<file path="config.mk">
export PLATFORM = sky130hd
export DESIGN_NAME = dlv_ctrl
export DESIGN_NICKNAME = d
export VERILOG_FILES = /design/src/hw/rtl/decimal_list_validator_top_defines.svh /design/src/hw/rtl/dlv_pkg.sv /design/src/hw/rtl/dlv_ctrl.sv
export SDC_FILE = /design/constraint.sdc
export NUM_CORES = 1
export LEC_CHECK = 0
export ABC_AREA = 1
export BUFFER_PORTS_ARGS = -buffer_cell sky130_fd_sc_hd__buf_2
export CAP_MARGIN = 20
export CORE_AREA = 2 2 39 41
export CTS_CLUSTER_DIAMETER = 50
export DETAILED_ROUTE_END_ITERATION = 10
export DIE_AREA = 0 0 41 43
export GPL_ROUTABILITY_DRIVEN = 0
export PLACE_DENSITY_LB_ADDON = 0.3
export SYNTH_ARGS = -nofsm -noshare
export SYNTH_HDL_FRONTEND = slang
export SYNTH_SLANG_ARGS = --single-unit
</file>
<file path="constraint.sdc">
create_clock -name i_clk -period 1.43 [get_ports i_clk]
set_input_delay 0.0715 -clock i_clk [delete_from_list [all_inputs] [get_ports i_clk]]
set_output_delay 0.0715 -clock i_clk [all_outputs]
set_load 0.005 [all_outputs]
</file>
<file path="src/hw/rtl/decimal_list_validator_top_defines.svh">
// Assertion macros for the decimal list validator.
// Used by decimal_list_validator_top; no other dependencies.
`ifndef DECIMAL_LIST_VALIDATOR_TOP_DEFINES_SVH
`define DECIMAL_LIST_VALIDATOR_TOP_DEFINES_SVH
`ifndef SYNTHESIS
`define DLV_ASSERT_IMP(lbl, ante, cons) \
    lbl: assert property (@(posedge i_clk) disable iff (!i_rst_n) (ante) |-> (cons)) \
        else $error("dlv: implication check failed");
`define DLV_ASSERT_NXT(lbl, ante, cons) \
    lbl: assert property (@(posedge i_clk) disable iff (!i_rst_n) (ante) |=> (cons)) \
        else $error("dlv: next-cycle check failed");
`else
`define DLV_ASSERT_IMP(lbl, ante, cons)
`define DLV_ASSERT_NXT(lbl, ante, cons)
`endif
`endif

</file>
<file path="src/hw/rtl/dlv_pkg.sv">
// Shared types, codes and character helpers for the decimal list validator.
// No dependencies.
`default_nettype none
package dlv_pkg;

    typedef enum logic [2:0] {
        ST_OK     = 3'd0,
        ST_NOTNUM = 3'd1,
        ST_RANGE  = 3'd2,
        ST_DUP    = 3'd3,
        ST_FULL   = 3'd4,
        ST_SKIP   = 3'd5
    } t_status;

    typedef enum logic [2:0] {
        PH_LEAD   = 3'd0,
        PH_SIGN   = 3'd1,
        PH_DIGITS = 3'd2,
        PH_TRAIL  = 3'd3,
        PH_BAD    = 3'd4
    } t_phase;

    typedef enum logic [1:0] {
        S_IDLE   = 2'd0,
        S_CHECK  = 2'd1,
        S_SCAN   = 2'd2,
        S_FINISH = 2'd3
    } t_state;

    typedef struct packed {
        logic [7:0] ch;
        logic       has_char;
        logic       token_end;
        logic       list_end;
    } t_in_item;

    typedef struct packed {
        logic signed [31:0] value;
        logic [8:0]         position;
        t_status            status;
        logic               last;
    } t_out_item;

    typedef struct packed {
        logic take_char;   // parse this character
        logic take_token;  // token closes: capture list_end
        logic check;       // latch signed value, reset scan
        logic scan_run;    // walk stored values
        logic commit;      // load result, update list state
    } t_ctrl_cmd;

    typedef struct packed {
        logic early;       // token fails without a scan
        logic scan_done;
    } t_dp_stat;

    localparam logic [7:0]  CH_SPACE = 8'd32;
    localparam logic [7:0]  CH_TAB   = 8'd9;
    localparam logic [7:0]  CH_CR    = 8'd13;
    localparam logic [7:0]  CH_MINUS = 8'h2D;
    localparam logic [7:0]  CH_PLUS  = 8'h2B;
    localparam logic [7:0]  CH_ZERO  = 8'h30;
    localparam logic [7:0]  CH_NINE  = 8'h39;
    localparam logic [31:0] MAG_POS_MAX = 32'h7FFF_FFFF;
    localparam logic [31:0] MAG_NEG_MAX = 32'h8000_0000;

    function automatic logic is_space(input logic [7:0] c);
        return (c == CH_SPACE) || ((c >= CH_TAB) && (c <= CH_CR));
    endfunction

    function automatic logic is_digit(input logic [7:0] c);
        return (c >= CH_ZERO) && (c <= CH_NINE);
    endfunction

endpackage
`default_nettype wire

</file>
<file path="src/hw/rtl/dlv_ctrl.sv">
// Sequencer for the validator: input/output handshakes and token finish steps.
// Depends on dlv_pkg.
`default_nettype none
module dlv_ctrl
    import dlv_pkg::*;
(
    input  wire logic     i_clk,
    input  wire logic     i_rst_n,
    input  wire logic     i_in_valid,
    input  wire logic     i_has_char,
    input  wire logic     i_token_end,
    output logic          o_in_ready,
    output logic          o_out_valid,
    input  wire logic     i_out_ready,
    input  wire t_dp_stat i_stat,
    output t_ctrl_cmd     o_cmd
);

    t_state r_state, n_state;
    logic   r_out_valid, n_out_valid;
    logic   in_acc;
    logic   out_free;

    assign in_acc   = i_in_valid && (r_state == S_IDLE);
    assign out_free = !r_out_valid || i_out_ready;

    always_comb begin
        n_state = r_state;
        unique case (r_state)
            S_IDLE: begin
                if (in_acc && i_token_end) begin
                    n_state = S_CHECK;
                end
            end
            S_CHECK: begin
                n_state = i_stat.early ? S_FINISH : S_SCAN;
            end
            S_SCAN: begin
                if (i_stat.scan_done) begin
                    n_state = S_FINISH;
                end
            end
            S_FINISH: begin
                if (out_free) begin
                    n_state = S_IDLE;
                end
            end
            default: n_state = S_IDLE;
        endcase
    end

    always_comb begin
        o_cmd            = '0;
        o_cmd.take_char  = in_acc && i_has_char;
        o_cmd.take_token = in_acc && i_token_end;
        o_cmd.check      = (r_state == S_CHECK);
        o_cmd.scan_run   = (r_state == S_SCAN);
        o_cmd.commit     = (r_state == S_FINISH) && out_free;
        n_out_valid      = r_out_valid;
        if (r_out_valid && i_out_ready) begin
            n_out_valid = 1'b0;
        end
        if (o_cmd.commit) begin
            n_out_valid = 1'b1;
        end
    end

    always_ff @(posedge i_clk) begin
        if (!i_rst_n) begin
            r_state     <= S_IDLE;
            r_out_valid <= 1'b0;
        end else begin
            r_state     <= n_state;
            r_out_valid <= n_out_valid;
        end
    end

    assign o_in_ready  = (r_state == S_IDLE);
    assign o_out_valid = r_out_valid;

endmodule
`default_nettype wire

</file>
### Yosys cells after proc, flatten, opt, wreduce, memory -nomap -nowiden

Cells that the tools add are included.

* flip-flop bits (word level): 3
* latch bits: 0
* bits in writable memories: 0
* memory bits (read-only): 0
* bits of input ports: 8
* output and inout bits: 7
* word-level logic and storage cells: 25
* memories: 0

* add/subtract/negate cells: 0
* multipliers: 0
* div/mod/pow operators: 0
* magnitude comparators: 0
* equal/unequal tests: 6
* shifts and indexed selects: 0
* multiplexer cells: 7
* bitwise operators: 0
* reduce and logical (&&, ||, !) cells: 10

Operators by type and width (count)
* 2-bit one-hot mux with 4 select lines: 1
* 2-bit 2-to-1 mux: 3
* 1-bit logical AND: 5
* 2-bit == test (second input constant): 2
* 2-bit != test (second input constant): 2
* 1-bit 2-to-1 mux: 3
* 3-bit AND reduction: 1
* 2-bit by 1-bit == test with 1-bit output (second input constant): 1
* 2-bit zero test: 1
* 2-bit by 1-bit != test with 1-bit output (second input constant): 1
* 2-bit nonzero test: 1
* 1-bit zero test: 1
* 1-bit logical OR: 1

### Logic depth before layout (Yosys ltp)

* depth in word-level cells: 5
* depth in mapped cells: 8
* depth with buffers taken out: 8

### Worst setup path after synthesis

No wires, ideal clock.

* kind: reg-to-reg
* from: register r_state[0]
* to: register r_state[1]
* data arrival time: 1.107 ns
* data required time: 1.317 ns
* setup slack: 0.211 ns
* stages on the path, launching flop included: 8
* path buffers: 0
* clock period less this slack: 1.219 ns
* cell sequence: dfxtp_1 > inv_1 > ha_1 > a21boi_2 > nor2_1 > nand2_1 > nand2_1 > nor2_1

* longest elaborated chain between the ends: 5
* elaborated cells between the ends (all ways): 11
* those cells by class: eq/ne: 6; mux: 1; reduce/logical: 4

Ends and longest elaborated chain
* start, declared: line dlv_ctrl.sv:19 `t_state r_state, n_state;`
* start signal, assigned: line dlv_ctrl.sv:73 `r_state <= n_state;`
* 2-bit zero test (*)
* via o_in_ready: line dlv_ctrl.sv:12 `output logic o_in_ready,`
* 1-bit logical AND: line dlv_ctrl.sv:24 `assign in_acc = i_in_valid && (r_state == S_IDLE);`
* 1-bit logical AND: line dlv_ctrl.sv:31 `if (in_acc && i_token_end) begin`
* 2-bit by 1-bit != test with 1-bit output (no line)
* 3-bit AND reduction (no line)

Mark *: on every way through the listed nets, which the timed path passes. The rest lies on a longest branch.
A chain may end at the register's enable or synchronous reset.

==> results.tsv <==
metric	value	unit
synthesized instance count	37	
fmax	774	MHz
clk buf depth	2	
row cnt	14	
minimum clock period	1.29	ns
Fillers	168	
layout cells sized above 1	0.364	
GRT Residual Overflow	0	
DR vias	266	
Worst Path Arrival	1.22	ns
fin worst setup slack	0.138	ns
Setup TNS	0	ns
pwr dens	1890	nW/um^2
# port buffers	14	
Worst setup EP type	output port	
Max Cap Violations	0	
Yosys cell types	13	
Num CTS Buffers	3	
Syn Nets	49	
DRT iter0 DRCs	0	
Pre-Repair DR Iteration Count	1	
YS warnings	0	
Fin. Hold Viols	0	
Sink Count	3	
most frequent cells in the layout	buf_2, nand2_1, inv_1	
RSZ-0062 raised after global routing	false	
htree depth	1	
status	complete, no violations	
final net count	68	
final period utilization	0.903	
number of synthesized register bits	3	
clock root buffer	clkbuf_4	
vias per std cell	3.75	
commonest non-fill, non-tap cell in the layout	buf_2	
Die ar.	1760	sq um
Slew headroom	0.886	
initial antenna violation count	0	
total power	695	uW
number of diodes	0	
WL/cell	6.92	um
first-pass GRT wire length	862	um
Syn Area/Cell	6.76	sq um
Peak supply drop	0.600	mV
DRT antenna net count	0	
initial core utilization	0.181	
CP max FO	6	
I/O pins	15	
Final Util	0.265	
DP HPWL	433	um
Critical Path RT	1.36	ns
Pleak	0.000221	uW
die width	41	um
max-slew violations	0	
pin count of the biggest net entering global routing	7	
crit start category	register	
drt drc	0	
# hold bufs at CTS	0	
clock-pin slew on the worst setup and hold paths	0.03	ns
Worst-Margin Slew	0.171	ns
Post-CTS Setup Bufs	0	
Die Span Y	43	um
Crit Path Category	register to output port	
Post-Route WL	491	um
Core ar.	1380	sq um
area grow syn2layout	46.5	%
Final Setup Violations	0	
total track usage	0.0792	
pre-CTS setup slack	0.148	ns
CTS tree	done	
Seq/Total Area, Yosys	0.240	
synthesized area	250	sq um
Clock Latency Late Sink	0.23	ns
Hold Crit Class	input pin to register	
PostCTS Resize Cnt	0	
clk_skew	0.00149	ns
vias in the first global route	241	
==> registers in the layout (all words and copies together) (netlist names) <==
| signal | count |
|---|---|
| r_state | 2 |
| o_out_valid | 1 |
==> synth_stat cells, drive strengths merged <==
| cell | instances | area [sq um] |
|---|---|---|
| nand2 | 8 | 30.0 |
| inv | 7 | 26.3 |
| ha | 4 | 50.1 |
| nand3 | 4 | 20.0 |
| nor2 | 4 | 15.0 |
| dfxtp | 3 | 60.1 |
| a21boi | 2 | 18.8 |
| a21oi | 1 | 5.00 |
| and3 | 1 | 7.51 |
| buf | 1 | 7.51 |
| nor3 | 1 | 5.00 |
| o21ai | 1 | 5.00 |
==> report_power, final <==
part	switching, uW	internal, uW	total (uW)
Clock	42.0	104	146
Combinational	214	195	410
Sequential	21.5	117	139
Total	278	417	695
==> metal layers <==
| layer | vias to the layer above | track usage | routed length, um |
|---|---|---|---|
| li1 | 150 | - | - |
| met1 | 107 | 0.0801 | 198 |
| met2 | 9 | 0.103 | 238 |
| met3 | 0 | 0.0471 | 53 |
| met4 | 0 | 0.0800 | 0 |
| met5 | - | 0 | 0 |
==> metrics by stage <==
stage / hold WS, ns / cells / cell area [sq um]
3_3_place_gp: 0.330 / 67 / 340
4_1_cts: 0.0862 / 71 / 367
3_5_place_dp: 0.334 / 67 / 340
2_1_floorplan: 0.192 / 37 / 250
6_report: 0.0912 / 71 / 367
5_1_grt: 0.106 / 71 / 367
==> final timing paths <==
| path | from | end | cells past startpoint | slack, ns |
|---|---|---|---|---|
| setup / recovery | r_state[1] | o_cmd[4] | 4 | 0.14 |
| hold reg to reg | o_out_valid | o_out_valid | 2 | 0.50 |
| hold / removal | i_rst_n | r_state[1] | 3 | 0.09 |
| setup reg to reg | r_state[1] | r_state[1] | 7 | 0.17 |
==> kinds of logic (layout without fill, tap and decap cells) <==
family	after synthesis	after routing	share of synthesized area
flops	3	3	0.240
simple gates	18	18	0.310
fa+ha+maj	4	4	0.200
buf+inv	8	26	0.135
compound gates	4	4	0.115
==> layout make-up <==
class / instances / area [sq um] / area share
clock buffer: 4 / 26.3 / 0.0717
inverter: 7 / 26.3 / 0.0717
multi-input combinational: 26 / 156 / 0.427
sequential: 3 / 60.1 / 0.164
tap: 16 / 20.0 / 0.0546
timing repair buffer: 15 / 77.6 / 0.212
==> worst max-delay path, cell delays in order, from the launching register on <==
cell,delay [ns]
dfxtp_1,0.36
inv_1,0.09
ha_1,0.24
and3_2,0.18
buf_2,0.12
No activity file was read; power rests on OpenSTA's default activity.
